--- src/stl_pkg.sv ---
// Package for the source token lexer: token class codes, character codes,
// the keyword and symbol tables and the small helper functions around them.
// No dependencies.
package stl_pkg;

    // Token classes as they appear on the result channel.
    localparam logic [2:0] CLASS_KEYWORD = 3'd0;
    localparam logic [2:0] CLASS_SYMBOL  = 3'd1;
    localparam logic [2:0] CLASS_INTEGER = 3'd2;
    localparam logic [2:0] CLASS_STRING  = 3'd3;
    localparam logic [2:0] CLASS_IDENT   = 3'd4;
    localparam logic [2:0] CLASS_INVALID = 3'd5;

    localparam int          NUM_KW      = 21;
    localparam logic [4:0]  NO_KEYWORD  = 5'd21;
    localparam logic [14:0] INT_MAX_VAL = 15'd32767;

    localparam logic [7:0] CHAR_QUOTE = 8'h22;
    localparam logic [7:0] CHAR_LF    = 8'h0a;
    localparam logic [7:0] CHAR_ZERO  = 8'h30;

    // Keyword spellings, right-justified: character p of a word of length n
    // sits in byte n-1-p.
    localparam logic [87:0] KW_WORD [NUM_KW] = '{
        88'("class"), 88'("constructor"), 88'("function"), 88'("method"),
        88'("field"), 88'("static"), 88'("var"), 88'("int"), 88'("char"),
        88'("boolean"), 88'("void"), 88'("true"), 88'("false"), 88'("null"),
        88'("this"), 88'("let"), 88'("do"), 88'("if"), 88'("else"),
        88'("while"), 88'("return")
    };

    localparam int KW_LEN [NUM_KW] = '{
        5, 11, 8, 6, 5, 6, 3, 3, 4, 7, 4, 4, 5, 4, 4, 3, 2, 2, 4, 5, 6
    };

    localparam logic [7:0] SYM_TABLE [19] = '{
        8'h7b, 8'h7d, 8'h28, 8'h29, 8'h5b, 8'h5d, 8'h2e, 8'h2c, 8'h3b, 8'h2b,
        8'h2d, 8'h2a, 8'h2f, 8'h26, 8'h7c, 8'h3c, 8'h3e, 8'h3d, 8'h7e
    };

    // One token request from the front end to the emit sequencer.
    typedef struct packed {
        logic        start;
        logic [2:0]  cls;
        logic [4:0]  kw;
        logic [14:0] ival;
        logic        iovf;
        logic        trunc;
        logic        tail_en;
        logic [2:0]  tail_cls;
        logic [7:0]  tail_ch;
        logic        tail_valid;
        logic        tail_trunc;
    } emit_req_t;

    function automatic logic is_digit(input logic [7:0] c);
        return (c >= 8'h30) && (c <= 8'h39);
    endfunction

    function automatic logic is_word_char(input logic [7:0] c);
        return ((c >= 8'h61) && (c <= 8'h7a)) || ((c >= 8'h41) && (c <= 8'h5a)) ||
               is_digit(c) || (c == 8'h5f);
    endfunction

    function automatic logic is_space(input logic [7:0] c);
        return (c == 8'h20) || ((c >= 8'h09) && (c <= 8'h0d));
    endfunction

    function automatic logic is_symbol(input logic [7:0] c);
        logic hit;
        hit = 1'b0;
        for (int i = 0; i < 19; i++)
        begin
            if (SYM_TABLE[i] == c)
                hit = 1'b1;
        end
        return hit;
    endfunction

    // True when character c matches keyword idx at position pos.
    function automatic logic kw_match(input int idx, input int pos, input logic [7:0] c);
        if (pos >= KW_LEN[idx])
            return 1'b0;
        return KW_WORD[idx][8*(KW_LEN[idx]-1-pos) +: 8] == c;
    endfunction

endpackage

--- src/stl_ifs.sv ---
// Channel interfaces of the source token lexer: the character input channel
// and the token result channel. No dependencies.
interface stl_char_if;
    logic       valid;
    logic       ready;
    logic [7:0] source_char;

    modport source (output valid, output source_char, input ready);
    modport sink   (input valid, input source_char, output ready);
endinterface

interface stl_token_if;
    logic        valid;
    logic        ready;
    logic [2:0]  token_class;
    logic [7:0]  token_char;
    logic        char_valid;
    logic [4:0]  keyword_id;
    logic [14:0] int_value;
    logic        int_overflow;
    logic        token_truncated;
    logic        token_last;
    logic        run_last;

    modport source (output valid, output token_class, output token_char,
                    output char_valid, output keyword_id, output int_value,
                    output int_overflow, output token_truncated,
                    output token_last, output run_last, input ready);
    modport sink   (input valid, input token_class, input token_char,
                    input char_valid, input keyword_id, input int_value,
                    input int_overflow, input token_truncated,
                    input token_last, input run_last, output ready);
endinterface

--- src/stl_token_ram.sv ---
// Token character buffer: one write port, one read port, registered read.
// No dependencies.
module stl_token_ram #(
    parameter int MAX_TOKEN = 32
) (
    input  logic                         clk,
    input  logic                         wr_en,
    input  logic [$clog2(MAX_TOKEN)-1:0] wr_addr,
    input  logic [7:0]                   wr_data,
    input  logic                         rd_en,
    input  logic [$clog2(MAX_TOKEN)-1:0] rd_addr,
    output logic [7:0]                   rd_data
);

    logic [7:0] mem [MAX_TOKEN];

    // Write port.
    always_ff @(posedge clk)
    begin
        if (wr_en)
            mem[wr_addr] <= wr_data;
    end

    // Read port, registered.
    always_ff @(posedge clk)
    begin
        if (rd_en)
            rd_data <= mem[rd_addr];
    end

endmodule

--- src/stl_emit_seq.sv ---
// Emit sequencer: walks the token buffer one character at a time and drives
// the result register, then sends the trailing single beat if one is due.
// Depends on stl_pkg and stl_ifs.
module stl_emit_seq #(
    parameter int MAX_TOKEN = 32
) (
    input  logic                           clk,
    input  logic                           rst_n,
    input  stl_pkg::emit_req_t             req,
    input  logic [$clog2(MAX_TOKEN+1)-1:0] req_len,
    output logic                           busy,
    output logic                           rd_en,
    output logic [$clog2(MAX_TOKEN)-1:0]   rd_addr,
    input  logic [7:0]                     rd_data,
    stl_token_if.source                    tokens
);

    localparam int LW = $clog2(MAX_TOKEN+1);
    localparam int AW = $clog2(MAX_TOKEN);

    localparam logic ST_IDLE = 1'b0;
    localparam logic ST_EMIT = 1'b1;

    logic          state_reg, state_next;
    logic [LW-1:0] len_reg;
    logic [LW-1:0] idx_reg;
    logic [LW-1:0] ld_idx_reg;
    logic          rd_pend_reg;
    logic          tail_pend_reg;
    stl_pkg::emit_req_t tok_reg;

    logic          out_valid_reg;
    logic [2:0]    out_cls_reg;
    logic [7:0]    out_ch_reg;
    logic          out_cv_reg;
    logic [4:0]    out_kw_reg;
    logic [14:0]   out_ival_reg;
    logic          out_iovf_reg;
    logic          out_trunc_reg;
    logic          out_tlast_reg;
    logic          out_rlast_reg;

    logic out_free;
    logic at_end;
    logic issue;
    logic load_tail;
    logic done;
    logic mem_last;

    // Beat scheduling.
    always_comb
    begin
        out_free  = !out_valid_reg || tokens.ready;
        at_end    = (idx_reg == len_reg);
        issue     = (state_reg == ST_EMIT) && !rd_pend_reg && !at_end && out_free;
        load_tail = (state_reg == ST_EMIT) && !rd_pend_reg && at_end && tail_pend_reg &&
                    out_free;
        done      = (state_reg == ST_EMIT) && !rd_pend_reg && at_end && !tail_pend_reg;
        mem_last  = (ld_idx_reg == (len_reg - LW'(1)));
    end

    assign rd_en   = issue;
    assign rd_addr = idx_reg[AW-1:0];
    assign busy    = (state_reg == ST_EMIT);

    // State transitions.
    always_comb
    begin
        state_next = state_reg;
        unique case (state_reg)
            ST_IDLE:
            begin
                if (req.start)
                    state_next = ST_EMIT;
            end
            ST_EMIT:
            begin
                if (done)
                    state_next = ST_IDLE;
            end
            default: state_next = ST_IDLE;
        endcase
    end

    // Sequencer control.
    always_ff @(posedge clk or negedge rst_n)
    begin
        if (!rst_n)
        begin
            state_reg     <= ST_IDLE;
            idx_reg       <= '0;
            len_reg       <= '0;
            rd_pend_reg   <= 1'b0;
            tail_pend_reg <= 1'b0;
        end
        else
        begin
            state_reg <= state_next;
            if ((state_reg == ST_IDLE) && req.start)
            begin
                idx_reg       <= '0;
                len_reg       <= req_len;
                tail_pend_reg <= req.tail_en;
            end
            else
            begin
                if (issue)
                    idx_reg <= idx_reg + LW'(1);
                if (load_tail)
                    tail_pend_reg <= 1'b0;
            end
            rd_pend_reg <= issue;
        end
    end

    // Token attributes and read index, no reset needed.
    always_ff @(posedge clk)
    begin
        if ((state_reg == ST_IDLE) && req.start)
            tok_reg <= req;
        if (issue)
            ld_idx_reg <= idx_reg;
    end

    // Result register valid.
    always_ff @(posedge clk or negedge rst_n)
    begin
        if (!rst_n)
            out_valid_reg <= 1'b0;
        else if (rd_pend_reg || load_tail)
            out_valid_reg <= 1'b1;
        else if (tokens.ready)
            out_valid_reg <= 1'b0;
    end

    // Result register payload.
    always_ff @(posedge clk)
    begin
        if (rd_pend_reg)
        begin
            out_cls_reg   <= tok_reg.cls;
            out_ch_reg    <= rd_data;
            out_cv_reg    <= 1'b1;
            out_kw_reg    <= tok_reg.kw;
            out_ival_reg  <= tok_reg.ival;
            out_iovf_reg  <= tok_reg.iovf;
            out_trunc_reg <= tok_reg.trunc;
            out_tlast_reg <= mem_last;
            out_rlast_reg <= mem_last && !tail_pend_reg;
        end
        else if (load_tail)
        begin
            out_cls_reg   <= tok_reg.tail_cls;
            out_ch_reg    <= tok_reg.tail_ch;
            out_cv_reg    <= tok_reg.tail_valid;
            out_kw_reg    <= stl_pkg::NO_KEYWORD;
            out_ival_reg  <= '0;
            out_iovf_reg  <= 1'b0;
            out_trunc_reg <= tok_reg.tail_trunc;
            out_tlast_reg <= 1'b1;
            out_rlast_reg <= 1'b1;
        end
    end

    assign tokens.valid           = out_valid_reg;
    assign tokens.token_class     = out_cls_reg;
    assign tokens.token_char      = out_ch_reg;
    assign tokens.char_valid      = out_cv_reg;
    assign tokens.keyword_id      = out_kw_reg;
    assign tokens.int_value       = out_ival_reg;
    assign tokens.int_overflow    = out_iovf_reg;
    assign tokens.token_truncated = out_trunc_reg;
    assign tokens.token_last      = out_tlast_reg;
    assign tokens.run_last        = out_rlast_reg;

endmodule

--- src/source_token_lexer_core.sv ---
// Top level of the source token lexer: character classification, token
// state and keyword tracking. Depends on stl_pkg, stl_ifs, stl_token_ram
// and stl_emit_seq.
//
// One source character is taken per cycle while no token is being sent.
// A character that ends a token stops intake until the last beat of the
// token is loaded into the result register: each buffered character takes
// a read of the token buffer and then a load of the result register, and
// a trailing symbol, invalid or empty-string beat is loaded after them.
// Results are held in a register, so a character that produces nothing is
// accepted even while a beat still waits on the result channel. Keywords
// are recognised as characters arrive, so no extra pass over the buffer
// is needed.
module source_token_lexer_core #(
    parameter int MAX_TOKEN = 32
) (
    input  logic        clk,
    input  logic        rst_n,
    stl_char_if.sink    chars,
    stl_token_if.source tokens
);

    localparam int LW = $clog2(MAX_TOKEN+1);
    localparam int AW = $clog2(MAX_TOKEN);

    logic                       in_string_reg;
    logic [LW-1:0]              len_reg;
    logic                       all_digits_reg;
    logic [14:0]                value_reg;
    logic                       vovf_reg;
    logic                       lovf_reg;
    logic [stl_pkg::NUM_KW-1:0] cand_reg;
    logic [stl_pkg::NUM_KW-1:0] cand_next;

    logic        busy;
    logic        accept;
    logic [7:0]  c;
    logic        c_quote, c_lf, c_word, c_digit, c_space;
    logic        do_append, room;
    logic        str_close, word_flush, open_str;
    logic [18:0] v_full;
    logic [14:0] v_sat;
    logic        v_ovf;
    logic [stl_pkg::NUM_KW-1:0] kw_hit;
    logic        kw_found;
    logic [4:0]  kw_id;
    logic        rd_en;
    logic [AW-1:0] rd_addr;
    logic [7:0]  rd_data;
    stl_pkg::emit_req_t req;

    assign chars.ready = !busy;
    assign accept      = chars.valid && !busy;
    assign c           = chars.source_char;

    // Character classification.
    always_comb
    begin
        c_quote   = (c == stl_pkg::CHAR_QUOTE);
        c_lf      = (c == stl_pkg::CHAR_LF);
        c_word    = stl_pkg::is_word_char(c);
        c_digit   = stl_pkg::is_digit(c);
        c_space   = stl_pkg::is_space(c);
        do_append = in_string_reg ? (!c_quote && !c_lf) : c_word;
        room      = (len_reg < LW'(MAX_TOKEN));
        str_close = in_string_reg && c_quote;
        open_str  = !in_string_reg && c_quote;
        word_flush = !in_string_reg && !c_word;
    end

    // Running decimal value, saturated.
    always_comb
    begin
        v_full = ({4'b0, value_reg} << 3) + ({4'b0, value_reg} << 1) +
                 19'(c - stl_pkg::CHAR_ZERO);
        v_ovf  = (v_full > 19'(stl_pkg::INT_MAX_VAL));
        v_sat  = v_ovf ? stl_pkg::INT_MAX_VAL : v_full[14:0];
    end

    // Keyword candidates narrowed one character at a time.
    always_comb
    begin
        for (int i = 0; i < stl_pkg::NUM_KW; i++)
        begin
            cand_next[i] = cand_reg[i] && stl_pkg::kw_match(i, int'(len_reg), c);
            kw_hit[i]    = cand_reg[i] && (int'(len_reg) == stl_pkg::KW_LEN[i]);
        end
    end

    // First matching keyword.
    always_comb
    begin
        kw_found = 1'b0;
        kw_id    = stl_pkg::NO_KEYWORD;
        for (int i = stl_pkg::NUM_KW - 1; i >= 0; i--)
        begin
            if (kw_hit[i])
            begin
                kw_found = 1'b1;
                kw_id    = 5'(i);
            end
        end
    end

    // Token request to the emit sequencer.
    always_comb
    begin
        req            = '0;
        req.kw         = stl_pkg::NO_KEYWORD;
        req.trunc      = lovf_reg;
        req.tail_ch    = c;
        req.tail_valid = 1'b1;
        req.tail_cls   = stl_pkg::is_symbol(c) ? stl_pkg::CLASS_SYMBOL
                                               : stl_pkg::CLASS_INVALID;
        if (str_close)
        begin
            req.cls        = stl_pkg::CLASS_STRING;
            req.tail_en    = (len_reg == '0);
            req.tail_cls   = stl_pkg::CLASS_STRING;
            req.tail_ch    = 8'h00;
            req.tail_valid = 1'b0;
            req.tail_trunc = lovf_reg;
            req.start      = accept;
        end
        else
        begin
            if (kw_found && !lovf_reg)
            begin
                req.cls = stl_pkg::CLASS_KEYWORD;
                req.kw  = kw_id;
            end
            else if (all_digits_reg)
            begin
                req.cls  = stl_pkg::CLASS_INTEGER;
                req.ival = value_reg;
                req.iovf = vovf_reg;
            end
            else
            begin
                req.cls = stl_pkg::CLASS_IDENT;
            end
            req.tail_en    = word_flush && !open_str && !c_space;
            req.tail_trunc = 1'b0;
            req.start      = accept && word_flush && ((len_reg != '0) || req.tail_en);
        end
    end

    // Token state update.
    always_ff @(posedge clk or negedge rst_n)
    begin
        if (!rst_n)
        begin
            in_string_reg  <= 1'b0;
            len_reg        <= '0;
            all_digits_reg <= 1'b1;
            value_reg      <= '0;
            vovf_reg       <= 1'b0;
            lovf_reg       <= 1'b0;
            cand_reg       <= '1;
        end
        else if (accept)
        begin
            if (str_close || word_flush)
            begin
                len_reg        <= '0;
                all_digits_reg <= 1'b1;
                value_reg      <= '0;
                vovf_reg       <= 1'b0;
                lovf_reg       <= 1'b0;
                cand_reg       <= '1;
                if (str_close)
                    in_string_reg <= 1'b0;
                else if (open_str)
                    in_string_reg <= 1'b1;
            end
            else if (do_append)
            begin
                if (room)
                    len_reg <= len_reg + LW'(1);
                else
                    lovf_reg <= 1'b1;
                if (!in_string_reg)
                begin
                    cand_reg <= cand_next;
                    if (c_digit)
                    begin
                        if (all_digits_reg)
                        begin
                            value_reg <= v_sat;
                            if (v_ovf)
                                vovf_reg <= 1'b1;
                        end
                    end
                    else
                    begin
                        all_digits_reg <= 1'b0;
                    end
                end
            end
        end
    end

    stl_token_ram #(
        .MAX_TOKEN (MAX_TOKEN)
    ) u_ram (
        .clk     (clk),
        .wr_en   (accept && !str_close && !word_flush && do_append && room),
        .wr_addr (len_reg[AW-1:0]),
        .wr_data (c),
        .rd_en   (rd_en),
        .rd_addr (rd_addr),
        .rd_data (rd_data)
    );

    stl_emit_seq #(
        .MAX_TOKEN (MAX_TOKEN)
    ) u_emit (
        .clk     (clk),
        .rst_n   (rst_n),
        .req     (req),
        .req_len (len_reg),
        .busy    (busy),
        .rd_en   (rd_en),
        .rd_addr (rd_addr),
        .rd_data (rd_data),
        .tokens  (tokens)
    );

endmodule

--- src/flat_wrapper.sv ---
// flat-port wrapper written by rule: the top's interface ports become plain ports
module source_token_lexer_core_flat 
#(
    parameter int MAX_TOKEN = 32
)
  (clk, rst_n, chars_valid, chars_source_char, chars_ready, tokens_valid, tokens_token_class, tokens_token_char, tokens_char_valid, tokens_keyword_id, tokens_int_value, tokens_int_overflow, tokens_token_truncated, tokens_token_last, tokens_run_last, tokens_ready);
  stl_char_if chars_i ();
  stl_token_if tokens_i ();
  input  logic clk;
  input  logic rst_n;
  input wire logic [$bits(chars_i.valid)-1:0] chars_valid;
  input wire logic [$bits(chars_i.source_char)-1:0] chars_source_char;
  output wire logic [$bits(chars_i.ready)-1:0] chars_ready;
  output wire logic [$bits(tokens_i.valid)-1:0] tokens_valid;
  output wire logic [$bits(tokens_i.token_class)-1:0] tokens_token_class;
  output wire logic [$bits(tokens_i.token_char)-1:0] tokens_token_char;
  output wire logic [$bits(tokens_i.char_valid)-1:0] tokens_char_valid;
  output wire logic [$bits(tokens_i.keyword_id)-1:0] tokens_keyword_id;
  output wire logic [$bits(tokens_i.int_value)-1:0] tokens_int_value;
  output wire logic [$bits(tokens_i.int_overflow)-1:0] tokens_int_overflow;
  output wire logic [$bits(tokens_i.token_truncated)-1:0] tokens_token_truncated;
  output wire logic [$bits(tokens_i.token_last)-1:0] tokens_token_last;
  output wire logic [$bits(tokens_i.run_last)-1:0] tokens_run_last;
  input wire logic [$bits(tokens_i.ready)-1:0] tokens_ready;
  assign chars_i.valid = chars_valid;
  assign chars_i.source_char = chars_source_char;
  assign chars_ready = chars_i.ready;
  assign tokens_valid = tokens_i.valid;
  assign tokens_token_class = tokens_i.token_class;
  assign tokens_token_char = tokens_i.token_char;
  assign tokens_char_valid = tokens_i.char_valid;
  assign tokens_keyword_id = tokens_i.keyword_id;
  assign tokens_int_value = tokens_i.int_value;
  assign tokens_int_overflow = tokens_i.int_overflow;
  assign tokens_token_truncated = tokens_i.token_truncated;
  assign tokens_token_last = tokens_i.token_last;
  assign tokens_run_last = tokens_i.run_last;
  assign tokens_i.ready = tokens_ready;
  source_token_lexer_core #(.MAX_TOKEN(MAX_TOKEN)) u_core (.clk(clk), .rst_n(rst_n), .chars(chars_i), .tokens(tokens_i));
endmodule
--- config.mk ---
export PLATFORM = sky130hd
export DESIGN_NAME = source_token_lexer_core_flat
export DESIGN_NICKNAME = d
export VERILOG_FILES = /design/src/stl_pkg.sv /design/src/stl_ifs.sv /design/src/stl_token_ram.sv /design/src/stl_emit_seq.sv /design/src/source_token_lexer_core.sv /design/src/flat_wrapper.sv
export SDC_FILE = /design/constraint.sdc
export NUM_CORES = 1
export LEC_CHECK = 0
export BUFFER_PORTS_ARGS = -buffer_cell sky130_fd_sc_hd__buf_2
export CAP_MARGIN = 15
export CORE_UTILIZATION = 45
export DETAILED_ROUTE_END_ITERATION = 16
export SLEW_MARGIN = 20
export SYNTH_ARGS = -nofsm -noshare
export SYNTH_HDL_FRONTEND = slang
export SYNTH_SLANG_ARGS = --single-unit
--- constraint.sdc ---
create_clock -name clk -period 6.3 [get_ports clk]
set_clock_uncertainty 0.15 [all_clocks]
set_input_delay 1.26 -clock clk [delete_from_list [all_inputs] [get_ports clk]]
set_output_delay 1.26 -clock clk [all_outputs]
set_load 0.01 [all_outputs]
==> results.json <==
{
  "status": "completed",
  "setup_ws_ns": 1.79,
  "dieArea_mm2": 0.0463,
  "gr-total-overflow": 0,
  "drive_above_1_share_pct": 18.3,
  "tightest_slew_ns": 0.982,
  "dp.cells": 2108,
  "hold_buffers": 0,
  "root_buffer": "clkbuf_16",
  "clk_latency_ns": 0.56,
  "grt_pass1_vias": 13000,
  "ir_drop_mv": 0.236,
  "path_max_fanout": 29,
  "slew_headroom_pct": 34.5,
  "antenna_cells": 0,
  "die-width_um": 215,
  "via_per_inst": 6.01,
  "io_pins": 50,
  "yosys-top-cells-count": "edfxtp_1 (341), nor2_1 (123), nand2_1 (98)",
  "internal-power_mw": 6.18,
  "synth_most_common_cell": "edfxtp_1",
  "fmaxAchievable_mhz": 222,
  "postCtsSetupBuffers": 0,
  "yosysSeqAreaShare_pct": 57.9,
  "syn_area_mm2": 0.0204,
  "vias": 13100,
  "synthTopCellsByArea": "edfxtp_1 (50%), mux4_2 (8.8%), dfrtp_1 (4.9%)",
  "synth_edf_count": 341,
  "synthArstFlopShare_pct": 15.3,
  "postRouteAntennaNets": 0,
  "switching_share_pct": 34.1,
  "start_kind": "input port",
  "numCtsBuffers": 42,
  "grt.total_usage_pct": 22.2,
  "cp-end-kind": "flop",
  "rsz0062_at_grt": "no",
  "p_clk_share_pct": 26.3,
  "drc": 0,
  "syn-num-nets": 1608,
  "clockBufferDepth": 3,
  "grt_pass1_wl_um": 78500,
  "drtPass1Iterations": 5,
  "initial_core_util_pct": 45.9,
  "crit_arrival_ns": 4.56,
  "fin_setup_tns_ns": 0,
  "pre_cts_slack_ns": 1.20,
  "dp_hpwl_um": 33800,
  "htreeDepth": 2,
  "nets": 1633,
  "ys_ff_latch": 404,
  "holdWs_ns": 0.321,
  "crit_type": "in -> reg",
  "largest_reg_flops": 256,
  "core-area_mm2": 0.0445,
  "grt_max_degree": 63,
  "die_h_um": 215,
  "crit_required_ns": 6.35,
  "ctsResizeCount": 0,
  "hold_violations": 0,
  "postRouteWirelength_um": 50300,
  "period_share_pct": 71.7,
  "yosysTopAreaCellShare_pct": 50.1,
  "synth.distinct_cells": 87,
  "final_cells": 2185,
  "maxSlewViolCount": 0,
  "areaGrowthSynthToFinish_pct": 10.7,
  "syn_avg_cell_area_um2": 13.3,
  "p_comb_share_pct": 34.7,
  "path_clk_slew_ns": 0.06,
  "ys.flop_type": "edfxtp_1",
  "p_leak_nw": 7.89,
  "portBuffers": 49,
  "netlist_instances": 1535,
  "power_frac_seq_pct": 38.9,
  "cap_violations": 0,
  "place_congestion": 0.881,
  "synth_top_cell_by_area": "edfxtp_1",
  "cts_tree": "yes",
  "drt-initial-drc-count": 1302,
  "num_rows": 77,
  "finalSetupViolations": 0,
  "ys_warn_count": 0,
  "hp-class": "reg -> reg",
  "finalCoreUtilization_pct": 50.8,
  "switchingPower_mw": 3.20,
  "antenna_found_initial": 3,
  "layout_min_cycle_time_ns": 4.51,
  "powerDensity_mw_per_mm2": 414,
  "clock_sinks": 404,
  "wl_per_cell_um": 23.0
}
==> cells in the final DEF (no fill, tap or decap), types with 8 or more instances in the layout <==
cell / instances
dfstp_2: 22
clkinv_1: 10
o31ai_1: 16
inv_1: 45
nor2_1: 123
clkbuf_1: 12
o32ai_1: 8
buf_2: 49
a21oi_1: 65
mux2i_1: 13
clkbuf_16: 43
xor2_1: 21
nand2_1: 98
xnor2_1: 50
a21o_1: 9
edfxtp_1: 341
fa_1: 14
and2_1: 33
o21ai_0: 51
nand3_1: 35
or3_1: 8
nor2b_1: 16
ha_1: 47
dfrtp_1: 38
buf_4: 31
nand2b_1: 15
a22oi_1: 9
mux2_2: 26
a31oi_1: 11
o211ai_1: 15
nand4_1: 18
a221o_1: 19
mux4_2: 80
and3_1: 9
nor3_1: 32
==> path summary, 6_finish.rpt <==
check / depth (start not counted) / slack [ns] / end / start
setup / recovery: 9 / 1.79 / u_core.u_emit.tok_reg[29]$_SDFFCE_PP0P_ / chars_source_char[2]
hold / removal: 1 / 0.32 / u_core.u_emit.tokens.char_valid$_SDFFE_PP1P_ / u_core.u_emit.tok_reg[1]$_DFFE_PP_
setup reg to reg: 9 / 2.15 / u_core.cand_reg[12]$_DFFE_PN1P_ / u_core.len_reg[3]$_DFFE_PN0P_
hold reg to reg: 1 / 0.32 / u_core.u_emit.tokens.char_valid$_SDFFE_PP1P_ / u_core.u_emit.tok_reg[1]$_DFFE_PP_
max in group asynchronous: 2 / 4.59 / u_core.u_emit.idx_reg[0]$_DFFE_PN0P_ / rst_n
min in group asynchronous: 2 / 0.74 / u_core.value_reg[5]$_DFFE_PN0P_ / rst_n
==> power groups by stage <==
stage	Clock (mW)	Sequential, mW	Combinational (mW)
after floorplan	0	3.60	2.39
after detailed placement	0	3.70	3.25
final	2.47	3.65	3.25
after CTS	2.51	3.65	3.26
after global placement	0	3.70	3.23
after global routing	2.62	3.69	3.54
==> area by class of cell <==
cell class / instances / area (um2)
timing repair buffer: 80 / 478
sequential: 404 / 11800
multi-input combinational: 983 / 8010
tap: 592 / 741
inverter: 49 / 184
clock buffer: 56 / 1130
fill: 3830 / 21900
clock inverter: 21 / 238
==> metrics by stage <==
step,power [mW],instance area (um2)
floorplan,5.99,20400
global placement,6.93,21300
detailed placement,6.95,21300
CTS,9.43,22600
global route,9.84,22600
finish,9.37,22600
==> routing by layer <==
metal	vias up	routed length [um]	GRT usage [%]
met5	-	12	0
met4	2	1280	6.71
met3	105	2980	3.07
met2	480	23800	35.8
met1	6593	22200	31.2
li1	5958	-	-
==> logic make-up after synthesis <==
kind of cell	synth area share, %
flip-flops	57.9
AND/OR/NAND/NOR	10.9
XOR/XNOR	3.12
buffers and inverters	2.96
multiplexers	10.9
AO/OA/AOI/OAI	9.97
adder cells (fa/ha/maj)	4.25
==> critical path: stages <==
cell	delay [ns]
buf_2	0.59
buf_4	0.39
a21o_1	0.13
a21oi_1	0.06
a2111o_1	0.47
o21ai_4	0.25
nand2_1	0.26
a21oi_4	0.66
buf_4	0.45
(Power assumes the default switching activity.)
